==> config.mk <==
export PLATFORM = sky130hd
export DESIGN_NAME = lzwd_ctrl
export DESIGN_NICKNAME = d
export VERILOG_FILES = /design/src/hdl/lzwd_pkg.sv /design/src/hdl/lzwd_ctrl.sv
export SDC_FILE = /design/constraint.sdc
export NUM_CORES = 1
export LEC_CHECK = 0
export BUFFER_PORTS_ARGS = -buffer_cell sky130_fd_sc_hd__buf_2
export CORE_MARGIN = 8
export CORE_UTILIZATION = 45
export DETAILED_ROUTE_END_ITERATION = 16
export PLACE_DENSITY = 0.72
export SLEW_MARGIN = 40
export SYNTH_ARGS = -nofsm -noshare
export SYNTH_HDL_FRONTEND = slang
export SYNTH_SLANG_ARGS = --single-unit
==> constraint.sdc <==
create_clock -name clk -period 1.7 [get_ports clk]
set_clock_uncertainty 0.15 [all_clocks]
set_input_delay 0.085 -clock clk [delete_from_list [all_inputs] [get_ports clk]]
set_output_delay 0.085 -clock clk [all_outputs]
set_load 0.01 [all_outputs]
==> src/hdl/lzwd_pkg.sv <==
// Shared types and constants for the LZSS window decoder.
// Used by lzwd_ctrl, lzwd_datapath and lzss_window_decoder; no dependencies.
package lzwd_pkg;

  // History window geometry (a power of two from 256 to 4096).
  localparam int WINDOW_DEPTH = 4096;
  localparam int WIN_AW       = $clog2(WINDOW_DEPTH);
  localparam int FILL_W       = WIN_AW + 1;

  // Token format constants.
  localparam int OFS_W     = 12;
  localparam int CMP_W     = 13;
  localparam int LEN_W     = 5;
  localparam int MIN_MATCH = 3;
  localparam int GROUP_LEN = 8;
  localparam int TOK_W     = 4;
  localparam int COUNT_W   = 16;

  // Position inside the compressed token stream.
  typedef enum logic [1:0] {
    PH_FLAG,
    PH_TOKEN,
    PH_MATCH2
  } phase_t;

  // Controller states.
  typedef enum logic [1:0] {
    ST_IDLE,
    ST_READ,
    ST_EMIT
  } ctl_state_t;

  // Commands from the controller to the datapath.
  typedef struct packed {
    logic lit_emit;     // emit the input byte as a literal
    logic mark_emit;    // emit a bare end marker
    logic trunc;        // marker comes from a cut-off match
    logic save_first;   // hold the first byte of a match
    logic match_start;  // decode offset and length from the second byte
    logic rd_issue;     // read the next match byte from the window
    logic copy_emit;    // emit the byte read from the window
    logic blk_end;      // this result closes the block
    logic run_last;     // this result is the last one for the item
  } dp_cmd_t;

  // Status from the datapath to the controller.
  typedef struct packed {
    logic out_free;     // output register can take a result this cycle
    logic copy_last;    // the pending match byte is its final one
  } dp_stat_t;

endpackage

==> src/hdl/lzwd_ctrl.sv <==
// Controller of the LZSS window decoder: token parser and match sequencer.
// Drives datapath commands; depends on lzwd_pkg.
module lzwd_ctrl (
  input  logic               clk,
  input  logic               rst,
  input  logic               in_valid,
  output logic               in_stall,
  input  logic [7:0]         comp_byte,
  input  logic               stream_end,
  output lzwd_pkg::dp_cmd_t  cmd,
  input  lzwd_pkg::dp_stat_t stat
);
  import lzwd_pkg::*;

  ctl_state_t       state;
  ctl_state_t       state_next;
  phase_t           phase;
  phase_t           phase_next;
  logic [7:0]       flag_shift;
  logic [7:0]       flag_shift_next;
  logic [TOK_W-1:0] tokens_left;
  logic [TOK_W-1:0] tokens_left_next;
  logic             end_pend;
  logic             end_pend_next;
  logic             accept;
  logic             advance;
  logic             clear_block;
  logic [TOK_W-1:0] tokens_dec;

  // State registers.
  always_ff @(posedge clk) begin
    if (rst) begin
      state       <= ST_IDLE;
      phase       <= PH_FLAG;
      flag_shift  <= '0;
      tokens_left <= '0;
      end_pend    <= 1'b0;
    end else begin
      state       <= state_next;
      phase       <= phase_next;
      flag_shift  <= flag_shift_next;
      tokens_left <= tokens_left_next;
      end_pend    <= end_pend_next;
    end
  end

  // Next state, token bookkeeping and datapath commands.
  always_comb begin
    in_stall         = !((state == ST_IDLE) && stat.out_free);
    accept           = in_valid && !in_stall;
    state_next       = state;
    phase_next       = phase;
    flag_shift_next  = flag_shift;
    tokens_left_next = tokens_left;
    end_pend_next    = end_pend;
    cmd              = '0;
    advance          = 1'b0;
    clear_block      = 1'b0;
    tokens_dec       = (tokens_left == '0) ? tokens_left : tokens_left - TOK_W'(1);

    unique case (state)
      ST_IDLE: begin
        if (accept) begin
          unique case (phase)
            PH_TOKEN: begin
              if (flag_shift[7]) begin
                if (stream_end) begin
                  cmd.mark_emit = 1'b1;
                  cmd.trunc     = 1'b1;
                  cmd.blk_end   = 1'b1;
                  clear_block   = 1'b1;
                end else begin
                  cmd.save_first = 1'b1;
                  phase_next     = PH_MATCH2;
                end
              end else begin
                cmd.lit_emit = 1'b1;
                cmd.run_last = 1'b1;
                cmd.blk_end  = stream_end;
                advance      = 1'b1;
                clear_block  = stream_end;
              end
            end
            PH_MATCH2: begin
              cmd.match_start = 1'b1;
              end_pend_next   = stream_end;
              state_next      = ST_READ;
            end
            default: begin
              flag_shift_next  = comp_byte;
              tokens_left_next = TOK_W'(GROUP_LEN);
              phase_next       = PH_TOKEN;
              if (stream_end) begin
                cmd.mark_emit = 1'b1;
                cmd.blk_end   = 1'b1;
                clear_block   = 1'b1;
              end
            end
          endcase
        end
      end
      ST_READ: begin
        cmd.rd_issue = 1'b1;
        state_next   = ST_EMIT;
      end
      ST_EMIT: begin
        if (stat.out_free) begin
          cmd.copy_emit = 1'b1;
          cmd.run_last  = stat.copy_last;
          cmd.blk_end   = stat.copy_last && end_pend;
          if (stat.copy_last) begin
            advance     = 1'b1;
            clear_block = end_pend;
            state_next  = ST_IDLE;
          end else begin
            state_next = ST_READ;
          end
        end
      end
      default: begin
        state_next = ST_IDLE;
      end
    endcase

    // Move to the next token of the flag group.
    if (advance) begin
      flag_shift_next  = {flag_shift[6:0], 1'b0};
      tokens_left_next = tokens_dec;
      phase_next       = (tokens_dec == '0) ? PH_FLAG : PH_TOKEN;
    end

    // A block end returns the parser to its start.
    if (clear_block) begin
      phase_next       = PH_FLAG;
      flag_shift_next  = '0;
      tokens_left_next = '0;
    end
  end

endmodule

=== Word level (Yosys, flattened, before mapping) ===
Cells that the tools add are included.
Widths: inputs -> output; s select.

* Output and inout port bits: 10
* Bits of input ports: 14
* Register bits: 17
* Logic and storage cells: 83

* Reduce and logical (&&, ||, !) cells: 17
* Bitwise gates (word level): 1
* Add/sub/neg operators: 1
* Mux-type cells: 47
* Equality and inequality tests: 11

{| class="wikitable"
|+ Operator list
! operator !! count
|-
| $mux 8 || 4
|-
| $mux 2 || 11
|-
| $mux 4 || 5
|-
| $mux 1 || 16
|-
| $reduce_and 3->1 || 4
|-
| $mux 5 || 2
|-
| $logic_not 4->1 || 2
|-
| $pmux 1 s2 || 4
|-
| $pmux 2 s2 || 2
|-
| $mux 3 || 2
|-
| $ne 2x2->1 const B || 3
|-
| $ne 3x3->1 const B || 2
|-
| $pmux 2 s3 || 1
|-
| $reduce_and 5->1 || 1
|-
| $eq 2x1->1 const B || 2
|-
| $eq 2x2->1 const B || 2
|-
| $ne 2x1->1 const B || 2
|-
| $reduce_bool 2->1 || 2
|-
| $reduce_or 2->1 || 2
|-
| $sub 4x1->4 const B || 1
|-
| $logic_and 1x1->1 || 3
|-
| $reduce_or 3->1 || 1
|-
| $logic_not 2->1 || 1
|-
| $logic_not 1->1 || 1
|-
| $not 1->1 || 1
|}

=== Depth between registers and ports, before layout ===
Gate-level depths: netlist (run 1).

* Depth after elaboration: 7
* Gate-level depth with buffers: 7
* Depth with buffers taken out: 6

=== Worst setup path before layout (run 1) ===
OpenSTA, ideal clock, no wires.

* Kind: flip-flop to flip-flop
* From: register state[1]
* To: register flag_shift[3]
* Data arrival time: 1504 ps
* Setup slack: -45 ps
* Stages on the path, launching flop included: 7
* Setup time: 91 ps
* Path buffers: 2
* Period minus slack after synthesis: 1745 ps
* Required time: 1459 ps
* Cell sequence: dfxtp_1 nor4bb_1 buf_4 a32o_1 or2_1 buf_2 a311oi_1

* Word-level cells in the longest chain between the ends: 7
* Elaborated cells between the ends (all ways): 14
* Classes of those cells: eq/ne: 2; mux: 5; reduce/logical: 7

{| class="wikitable"
|+ Ends and longest elaborated chain
! element !! RTL line !! RTL
|-
| start: declaration || lzwd_ctrl.sv:15 || <nowiki>ctl_state_t state;</nowiki>
|-
| start signal: assignment || lzwd_ctrl.sv:39 || <nowiki>state <= state_next;</nowiki>
|-
| $logic_not 2->1 || lzwd_ctrl.sv:49, lzwd_ctrl.sv:61 ||
|-
| $logic_and 1x1->1 || lzwd_ctrl.sv:49 || <nowiki>in_stall = !((state == ST_IDLE) && stat.out_free);</nowiki>
|-
| $logic_and 1x1->1 || lzwd_ctrl.sv:50 || <nowiki>accept = in_valid && !in_stall;</nowiki>
|-
| $mux 1 || lzwd_ctrl.sv:63 || <nowiki>if (accept) begin</nowiki>
|-
| $pmux 1 s2 || lzwd_ctrl.sv:61 || <nowiki>unique case (state)</nowiki>
|-
| $ne 2x1->1 (no source line) / $reduce_bool 2->1 (equally long branches) || - ||
|-
| $reduce_and 3->1 (no source line) || - ||
|-
| end signal: assignment || lzwd_ctrl.sv:41 || <nowiki>flag_shift <= flag_shift_next;</nowiki>
|-
| end: declaration || lzwd_ctrl.sv:19 || <nowiki>logic [7:0] flag_shift;</nowiki>
|}

Parallel ways exist; a longest one is shown, timed or not.
A chain may end at the register's enable or synchronous reset.

==> run_results.csv, run 1 <==
group,metric,value,unit
status,outcome,"finished with violations",
status,violations,"negative setup slack",
layout,drive_above_1_share,40.2,%
die,core,1980,um^2
synthesis,yosys.area.top_type,"dfxtp_1",
synthesis,synth.avg_cell_area,7.82,um^2
route,firstDrtPassIters,5,
die,initial_utilization,48.5,%
sta,hold_violations,0,
sta,worst_pin_slew,0.307,ns
route,vias,1116,
synthesis,ys_warn_count,0,
route,drt_iter0_drc,37,
route,drtAntennaViolNets,0,
sta,final-setup-viol-count,11,
route,wl_met1,1280,um
power_and_ir_drop,ir_drop,356,uV
setup_path,critPathMaxFanout,5,
setup_path,r2r_slack,-0.04,ns
synthesis,ys_seq_area_share,35.4,%
synthesis,ys_types,33,
synthesis,yosys-top-cells-area,"dfxtp_1 35%, nand3_1 7.8%, a311oi_1 6.4%, nor2_1 5.9%, nand2_1 5.1%",
synthesis,synth_nets,140,
die,io-pin-count,24,
route,route.met2.wl,1650,um
sta,whs,0.0405,ns
layout,nets,192,
sta,relSlewSlack,79.3,%
route,top_layer,"met4",
power_and_ir_drop,power.density,556,nW/um^2
placed_design,dp_hpwl,1960,um
clock_tree,cts_made_buffers,3,
clock_tree,cts_tree,"yes",
placed_design,place_congestion,0.880,
die,die-area,3870,um^2
global_route,grt_pass1_wl,5060,um
setup_path,worstPathRequired,1.46,ns
layout,final_cell_mix,"20 x buf_2, 15 x nor2_1, 15 x buf_4",
clock_tree,ctsHtreeMaxLevel,1,
synthesis,syn_area,962,um^2
sta,fin_setup_tns,-0.306,ns
clock_tree,clockBufferDepth,2,
placed_design,port_buffers,23,
layout,area_growth_syn_to_layout,53.6,%
sta,min_period_over_period,103,%
route,drt_wl_total,3170,um
sta,finalCriticalPeriod,1.76,ns
job,maxCapViolations,0,
global_route,antenna_found_initial,1,
die,die_w,62.2,um
min_path,min_delay_path_depth,4,
layout,final_common_cell,"buf_2",
sta,worst_slack,-0.0562,ns
synthesis,synth.top_cell.area_share,35.4,%
setup_path,end_kind,"primary output",
route,drc,0,
setup_path,reg2reg_depth,5,
global_route,grt_util_all_layers,15.3,%
clock_tree,cts.clk_slew.worst_paths,0.11,ns
sta,maxSlewViolCount,0,
setup_path,arrival,1.52,ns
route,avgViaCountPerCell,5.52,
die,rows,16,
clock_tree,clock_sinks,17,
synthesis,synthCells,123,
global_route,overflow,0,
setup_path,start_kind,"flip-flop",
route,wl_met3,180,um
synthesis,synth-seq-cells,17,
die,die_y,62.2,um
clock_tree,insertion_delay,0.30,ns
global_route,grt_pass1_vias,1125,
min_path,hold_class,"input port to flip-flop",
setup_path,critPathKind,"flip-flop to primary output",
sta,grt_setup_unrepaired,"true",
global_route,grt_max_degree,18,
power_and_ir_drop,p_leak,0.639,nW
clock_tree,cts-root-buf,"clkbuf_4",
sta,fmax,569,MHz
route,post_drt_wl_per_cell,15.7,um
==> flip-flops by register name, summed over array words and instances (netlist names) <==
name / flops
phase: 2
tokens_left: 4
state: 2
flag_shift: 8
end_pend: 1
==> per-stage QoR <==
step                utilization (%)  instances  setup slack (ns)  cell area (um^2)  power, mW
finish                         74.6        202           -0.0562              1480      0.822
global route                   74.6        202            -0.123              1480      0.853
CTS                            71.0        199           -0.0463              1410      0.811
detailed placement             60.0        179           -0.0940              1190      0.556
global placement               60.0        179           -0.0428              1190      0.553
floorplan                         -        123           0.00243               970      0.504
==> area by class of cell <==
cell class / count / area (um^2)
diodes: 1 / 2.50
clock buffers: 3 / 22.5
clock inverters: 1 / 5.00
fillers: 142 / 504
inverters: 8 / 35.0
multi-input cells: 90 / 608
flip-flops and latches: 17 / 348
well taps: 27 / 33.8
repair buffers: 55 / 423
==> power breakdown <==
group	switching (mW)	total, mW	internal [mW]	leakage, nW
combinational	0.0839	0.169	0.0848	0.481
sequential	0.0111	0.425	0.414	0.141
clock	0.141	0.229	0.0875	0.0177
==> kinds of logic after synthesis <==
kind of cell    share of synthesized area [%]
compound gates                           18.7
flops                                    35.4
fa+ha+maj                                3.90
xor+xnor                                0.910
buf+inv                                  7.28
mux                                      1.04
simple gates                             32.8
==> path summary, 6_finish.rpt <==
kind	startpoint	endpoint
max	state[0]$_SDFFE_PP0P_	cmd[0]
min	stat[1]	state[1]$_SDFFE_PP0P_
max reg2reg	state[0]$_SDFFE_PP0P_	tokens_left[3]$_SDFFE_PP0P_
min reg2reg	end_pend$_SDFFE_PP0P_	end_pend$_SDFFE_PP0P_
==> critical path, cell delays in order, from the launching register on <==
cell and delay, ns:
dfxtp_2 0.35, nor4bb_2 0.28, buf_4 0.18, a31oi_4 0.12, buf_6 0.15, clkinv_4 0.05
buf_6 0.09
==> Yosys cell counts <==
| cell type | n |
|---|---|
| a211oi_1 | 1 |
| a21oi_1 | 3 |
| a311oi_1 | 7 |
| a31oi_1 | 5 |
| a31oi_4 | 1 |
| a32o_1 | 1 |
| a32oi_1 | 1 |
| and3_1 | 1 |
| and3b_1 | 1 |
| and4b_1 | 1 |
| buf_2 | 2 |
| buf_4 | 2 |
| clkbuf_1 | 4 |
| dfxtp_1 | 17 |
| ha_1 | 3 |
| inv_1 | 8 |
| mux2i_1 | 1 |
| nand2_1 | 13 |
| nand2b_1 | 1 |
| nand3_1 | 15 |
| nand3b_1 | 2 |
| nor2_1 | 15 |
| nor2b_1 | 3 |
| nor3_1 | 2 |
| nor4_1 | 1 |
| nor4bb_1 | 1 |
| o21ai_0 | 3 |
| o311a_1 | 1 |
| or2_1 | 1 |
| or3_1 | 3 |
| or4_1 | 1 |
| or4bb_1 | 1 |
| xnor2_1 | 1 |
==> metal layers <==
metal  up-vias  GRT usage (%)
li1        546              -
met1       524           16.8
met2        38           26.6
met3         8           4.66
met4         0           5.83
met5         -              0
==> timing repair <==
item,in CTS,in global routing
hold endpoints to repair,12,0
buffers inserted,4,2
pin swaps,7,5
hold buffers,12,0
setup endpoints to repair,21,21
resized for setup,14,15
Note: power is estimated with default switching activity, not from simulation.
==> inputs of run 2 (changes only) <==
--- a/config.mk
+++ b/config.mk
@@ -9,6 +9,7 @@
 export CORE_MARGIN = 8
 export CORE_UTILIZATION = 45
 export DETAILED_ROUTE_END_ITERATION = 16
+export HOLD_SLACK_MARGIN = 0.08
 export PLACE_DENSITY = 0.72
 export SLEW_MARGIN = 40
 export SYNTH_ARGS = -nofsm -noshare
==> run_results.csv, run 2 (synthesis gave the netlist of run 1 again) <==
group,metric,value,unit
power_and_ir_drop,p_leak,0.643,nW
global_route,grt_pass1_vias,1135,
clock_tree,cts.clk_slew.worst_paths,0.11,ns
die,die_y,62.2,um
sta,relSlewSlack,79.3,%
layout,area_growth_syn_to_layout,54.6,%
min_path,hp-start,"in_valid",
setup_path,critPathBufInv,4,
setup_path,critical_path.top_delay_family,"buffers and inverters",
sta,min_period_over_period,103,%
setup_path,worstPathRequired,1.46,ns
route,firstDrtPassIters,4,
global_route,overflow,0,
power_and_ir_drop,p_total,824,uW
route,drc,0,
min_path,holdPathEnd,"phase[1]$_SDFFE_PP0P_",
clock_tree,clock_sinks,17,
die,die_w,62.2,um
placed_design,pre_cts_ws,-0.0940,ns
layout,final_cell_mix,"20 x buf_2, 15 x nor2_1, 15 x buf_4",
global_route,antenna_found_initial,1,
setup_path,reg2reg_depth,5,
setup_path,slowest_delay,0.35,ns
route,avgViaCountPerCell,5.53,
setup_path,critPathMaxFanout,5,
sta,grt_setup_unrepaired,"true",
global_route,grt_max_degree,18,
global_route,grt_util_all_layers,15.4,%
sta,hold_violations,0,
die,io-pin-count,24,
status,violations,"negative setup slack",
layout,area.sequential,348,um^2
sta,final-setup-viol-count,11,
layout,drive_above_1_share,40.0,%
clock_tree,cts_made_buffers,3,
setup_path,cpMostUsedCell,"buf_6",
setup_path,path_cells,"nor4bb_2 > buf_4 > a31oi_4 > buf_6 > clkinv_4 > buf_6",
placed_design,placed_cell_area,1190,um^2
layout,nets,193,
power_and_ir_drop,power.density,554,nW/um^2
setup_path,r2r_slack,-0.04,ns
sta,fin_setup_tns,-0.312,ns
sta,worst_pin_slew,0.308,ns
setup_path,path_depth,6,
sta,fmax,570,MHz
clock_tree,cts_tree,"yes",
setup_path,end_kind,"primary output",
route,vias,1122,
sta,whs,0.221,ns
power_and_ir_drop,ir_drop,356,uV
layout,multi_input_area,608,um^2
layout,final_common_cell,"buf_2",
route,drt_iter0_drc,56,
placed_design,place_congestion,0.880,
sta,worst_slack,-0.0558,ns
route,post_drt_wl_per_cell,15.6,um
layout,final_cell_area,1490,um^2
setup_path,start_kind,"flip-flop",
setup_path,crit_slowest_cell,"dfxtp_2",
status,outcome,"finished with violations",
layout,fin_util,75.1,%
die,die-area,3870,um^2
placed_design,dp_cells,179,
setup_path,worstReg2RegEnd,"tokens_left[3]$_SDFFE_PP0P_",
setup_path,arrival,1.52,ns
job,maxCapViolations,0,
setup_path,critPathKind,"flip-flop to primary output",
layout,final_cells,203,
die,rows,16,
layout,largest_reg_flops,8,
sta,maxSlewViolCount,0,
route,drtAntennaViolNets,0,
die,core,1980,um^2
layout,top_regs,"flag_shift: 8 flops, tokens_left: 4 flops",
die,initial_utilization,48.5,%
sta,finalCriticalPeriod,1.76,ns
layout,n_fill_cell,138,
placed_design,port_buffers,23,
clock_tree,cts-root-buf,"clkbuf_4",
setup_path,reg2reg_from,"state[0]$_SDFFE_PP0P_",
clock_tree,ctsHtreeMaxLevel,1,
min_path,min_delay_path_depth,5,
clock_tree,clockBufferDepth,2,
clock_tree,insertion_delay,0.30,ns
route,drt_wl_total,3170,um
layout,top_register,"flag_shift",
min_path,hold_class,"input port to flip-flop",
global_route,grt_pass1_wl,5100,um
placed_design,dp_hpwl,1960,um
## run 2: cell count changes in the layout (fill, tap and decap cells not counted), sizes merged
cell	before	now
dlygate4sd3	12	13
## run 2: where the power goes
| group | total, mW | internal [mW] | switching [mW] | leakage [nW] |
|---|---|---|---|---|
| Sequential | 0.425 | 0.414 | 0.0110 | 0.141 |
| Combinational | 0.170 | 0.0862 | 0.0838 | 0.485 |
| Clock | 0.229 | 0.0875 | 0.141 | 0.0177 |
## run 2: tightest hold or removal path, cell delays in order
cell     delay [ns]
buf_2          0.10
or4bb_1        0.19
nor4_1         0.06
o21ai_0        0.15
nor2_1         0.04
## run 2: final cells by class
class                           count  share of cell area (%)
Clock buffer                        3                    1.51
Sequential cell                    17                    23.4
Timing Repair Buffer               56                    29.1
Antenna cell                        1                   0.168
Tap cell                           27                    2.27
Clock inverter                      1                   0.336
Multi-Input combinational cell     90                    40.9
Inverter                            8                    2.35
## run 2: worst max path at each step
stage	from	endpoint	slack [ns]
3_3_place_gp	state[0]$_SDFFE_PP0P_	flag_shift[1]$_SDFFE_PP0P_	-0.04
3_5_place_dp	state[1]$_SDFFE_PP0P_	tokens_left[3]$_SDFFE_PP0P_	-0.09
5_1_grt	state[0]$_SDFFE_PP0P_	flag_shift[0]$_SDFFE_PP0P_	-0.12
2_1_floorplan	state[1]$_SDFFE_PP0P_	tokens_left[3]$_SDFFE_PP0P_	0.002
6_report	state[0]$_SDFFE_PP0P_	cmd[0]	-0.06
4_1_cts	state[0]$_SDFFE_PP0P_	cmd[0]	-0.05
## run 2: timing repair
item	in CTS	in global routing
setup buffers	4	2
pin swaps	7	5
gates resized for setup	14	15
endpoints found under the setup margin	21	21
hold buffers	13	0
endpoints found under the hold margin	13	0
## run 2: metal layers
| metal | track usage [%] | vias to the layer above | part of all wire (%) |
|---|---|---|---|
| li1 | - | 548 | - |
| met2 | 26.8 | 44 | 52 |
| met3 | 4.66 | 8 | 5.9 |
| met4 | 5.83 | 0 | 2.0 |
| met1 | 17.0 | 522 | 40 |
| met5 | 0 | - | 0 |
==> inputs of run 3 (changes only) <==
--- a/config.mk
+++ b/config.mk
@@ -10,7 +10,7 @@
 export CORE_UTILIZATION = 45
 export DETAILED_ROUTE_END_ITERATION = 16
 export HOLD_SLACK_MARGIN = 0.08
-export PLACE_DENSITY = 0.72
+export PLACE_DENSITY = 0.74
 export SLEW_MARGIN = 40
 export SYNTH_ARGS = -nofsm -noshare
 export SYNTH_HDL_FRONTEND = slang
==> run_results.csv, run 3 (synthesis gave the netlist of run 1 again) <==
group,metric,value,unit
route,vias,1128,
route,drtAntennaViolNets,0,
placed_design,dp_cells,179,
clock_tree,clock_sinks,17,
placed_design,port_buffers,23,
placed_design,placed_cell_area,1190,um^2
sta,whs,0.211,ns
sta,finalCriticalPeriod,1.77,ns
sta,grt_setup_unrepaired,"true",
setup_path,end_kind,"flip-flop",
min_path,holdPathEnd,"phase[1]$_SDFFE_PP0P_",
die,core,1980,um^2
route,post_drt_wl_per_cell,14.7,um
placed_design,place_congestion,0.867,
sta,fin_setup_tns,-0.286,ns
die,die_w,62.2,um
route,drt_wl_total,2940,um
layout,top_register,"flag_shift",
setup_path,critPathKind,"flip-flop to flip-flop",
clock_tree,cts_made_buffers,3,
layout,area_growth_syn_to_layout,52.5,%
sta,relSlewSlack,78.8,%
setup_path,reg2reg_depth,5,
sta,final-setup-viol-count,8,
placed_design,dp_hpwl,1910,um
route,drt_iter0_drc,31,
route,drc,0,
global_route,grt_util_all_layers,14.7,%
placed_design,pre_cts_ws,-0.0695,ns
route,avgViaCountPerCell,5.64,
sta,maxSlewViolCount,0,
die,die-area,3870,um^2
sta,worst_pin_slew,0.315,ns
layout,top_regs,"flag_shift: 8 flops, tokens_left: 4 flops",
clock_tree,insertion_delay,0.29,ns
min_path,min_delay_path_depth,5,
setup_path,reg2reg_from,"state[0]$_SDFFE_PP0P_",
sta,hold_violations,0,
layout,final_cell_mix,"20 x buf_2, 15 x nor2_1, 15 x buf_4",
setup_path,worstPathRequired,1.77,ns
global_route,overflow,0,
layout,final_cells,200,
global_route,antenna_found_initial,0,
sta,fmax,566,MHz
layout,final_cell_area,1470,um^2
setup_path,critPathMaxFanout,6,
die,io-pin-count,24,
min_path,hold_class,"input port to flip-flop",
die,die_y,62.2,um
layout,final_common_cell,"buf_2",
setup_path,worstReg2RegEnd,"tokens_left[3]$_SDFFE_PP0P_",
power_and_ir_drop,power.density,564,nW/um^2
clock_tree,ctsHtreeMaxLevel,1,
layout,largest_reg_flops,8,
route,firstDrtPassIters,4,
global_route,grt_pass1_vias,1151,
die,initial_utilization,48.5,%
sta,worst_slack,-0.0658,ns
layout,diodes,0,
setup_path,arrival,1.84,ns
layout,drive_above_1_share,37.6,%
clock_tree,cts.clk_slew.worst_paths,0.11,ns
sta,min_period_over_period,104,%
job,maxCapViolations,0,
setup_path,cp-startpoint,"state[0]$_SDFFE_PP0P_",
clock_tree,cts_tree,"yes",
clock_tree,clockBufferDepth,2,
global_route,grt_max_degree,17,
setup_path,r2r_slack,-0.07,ns
layout,nets,191,
setup_path,start_kind,"flip-flop",
min_path,hp-start,"in_valid",
status,outcome,"finished with violations",
global_route,grt_pass1_wl,4930,um
status,violations,"negative setup slack",
power_and_ir_drop,ir_drop,523,uV
clock_tree,cts-root-buf,"clkbuf_4",
power_and_ir_drop,p_leak,0.638,nW
die,rows,16,
-- run 3: stage by stage --
stage / util (%) / power (mW)
floorplan: - / 0.504
global placement: 60.0 / 0.554
detailed placement: 60.0 / 0.556
CTS: 70.1 / 0.805
global route: 74.1 / 0.863
finish: 74.1 / 0.828
-- run 3: layout make-up --
type	count	area (um^2)
Fill cell	140	514
Timing Repair Buffer	54	412
Clock buffer	3	22.5
Sequential cell	17	344
Clock inverter	1	5.00
Inverter	8	35.0
Multi-Input combinational cell	90	616
Tap cell	27	33.8
-- run 3: worst max-delay path by stage --
stage	end	cells after the start	slack (ns)
2_1_floorplan	tokens_left[3]$_SDFFE_PP0P_	5	0.002
3_3_place_gp	flag_shift[5]$_SDFFE_PP0P_	6	-0.03
3_5_place_dp	flag_shift[4]$_SDFFE_PP0P_	6	-0.07
4_1_cts	cmd[0]	6	-0.05
5_1_grt	cmd[0]	6	-0.14
6_report	tokens_left[3]$_SDFFE_PP0P_	5	-0.07
-- run 3: routing by layer --
layer | up-vias | share of wire (%) | GRT usage, %
li1 | 544 | - | -
met3 | 0 | 6.0 | 4.66
met5 | - | 0 | 0
met4 | 0 | 0 | 1.75
met1 | 552 | 40 | 16.0
met2 | 32 | 54 | 27.3
-- run 3: what timing repair did --
action                                  in CTS  in global routing
buffers inserted                             2                  3
gates resized for setup                     12                 12
hold buffers                                12                  0
pin swaps                                    5                 12
endpoints found under the setup margin      21                 19
hold endpoints to repair                    13                  0
-- run 3: where the power goes --
| group | internal (mW) | total [mW] | switching [mW] |
|---|---|---|---|
| Combinational | 0.0901 | 0.176 | 0.0855 |
| Sequential | 0.414 | 0.424 | 0.0104 |
| Clock | 0.0873 | 0.228 | 0.141 |
-- run 3: critical path, stage by stage (launching register included) --
cell,delay (ns)
dfxtp_2,0.35
nor4bb_2,0.26
buf_4,0.19
a31oi_4,0.11
or4_1,0.49
a31oi_1,0.14
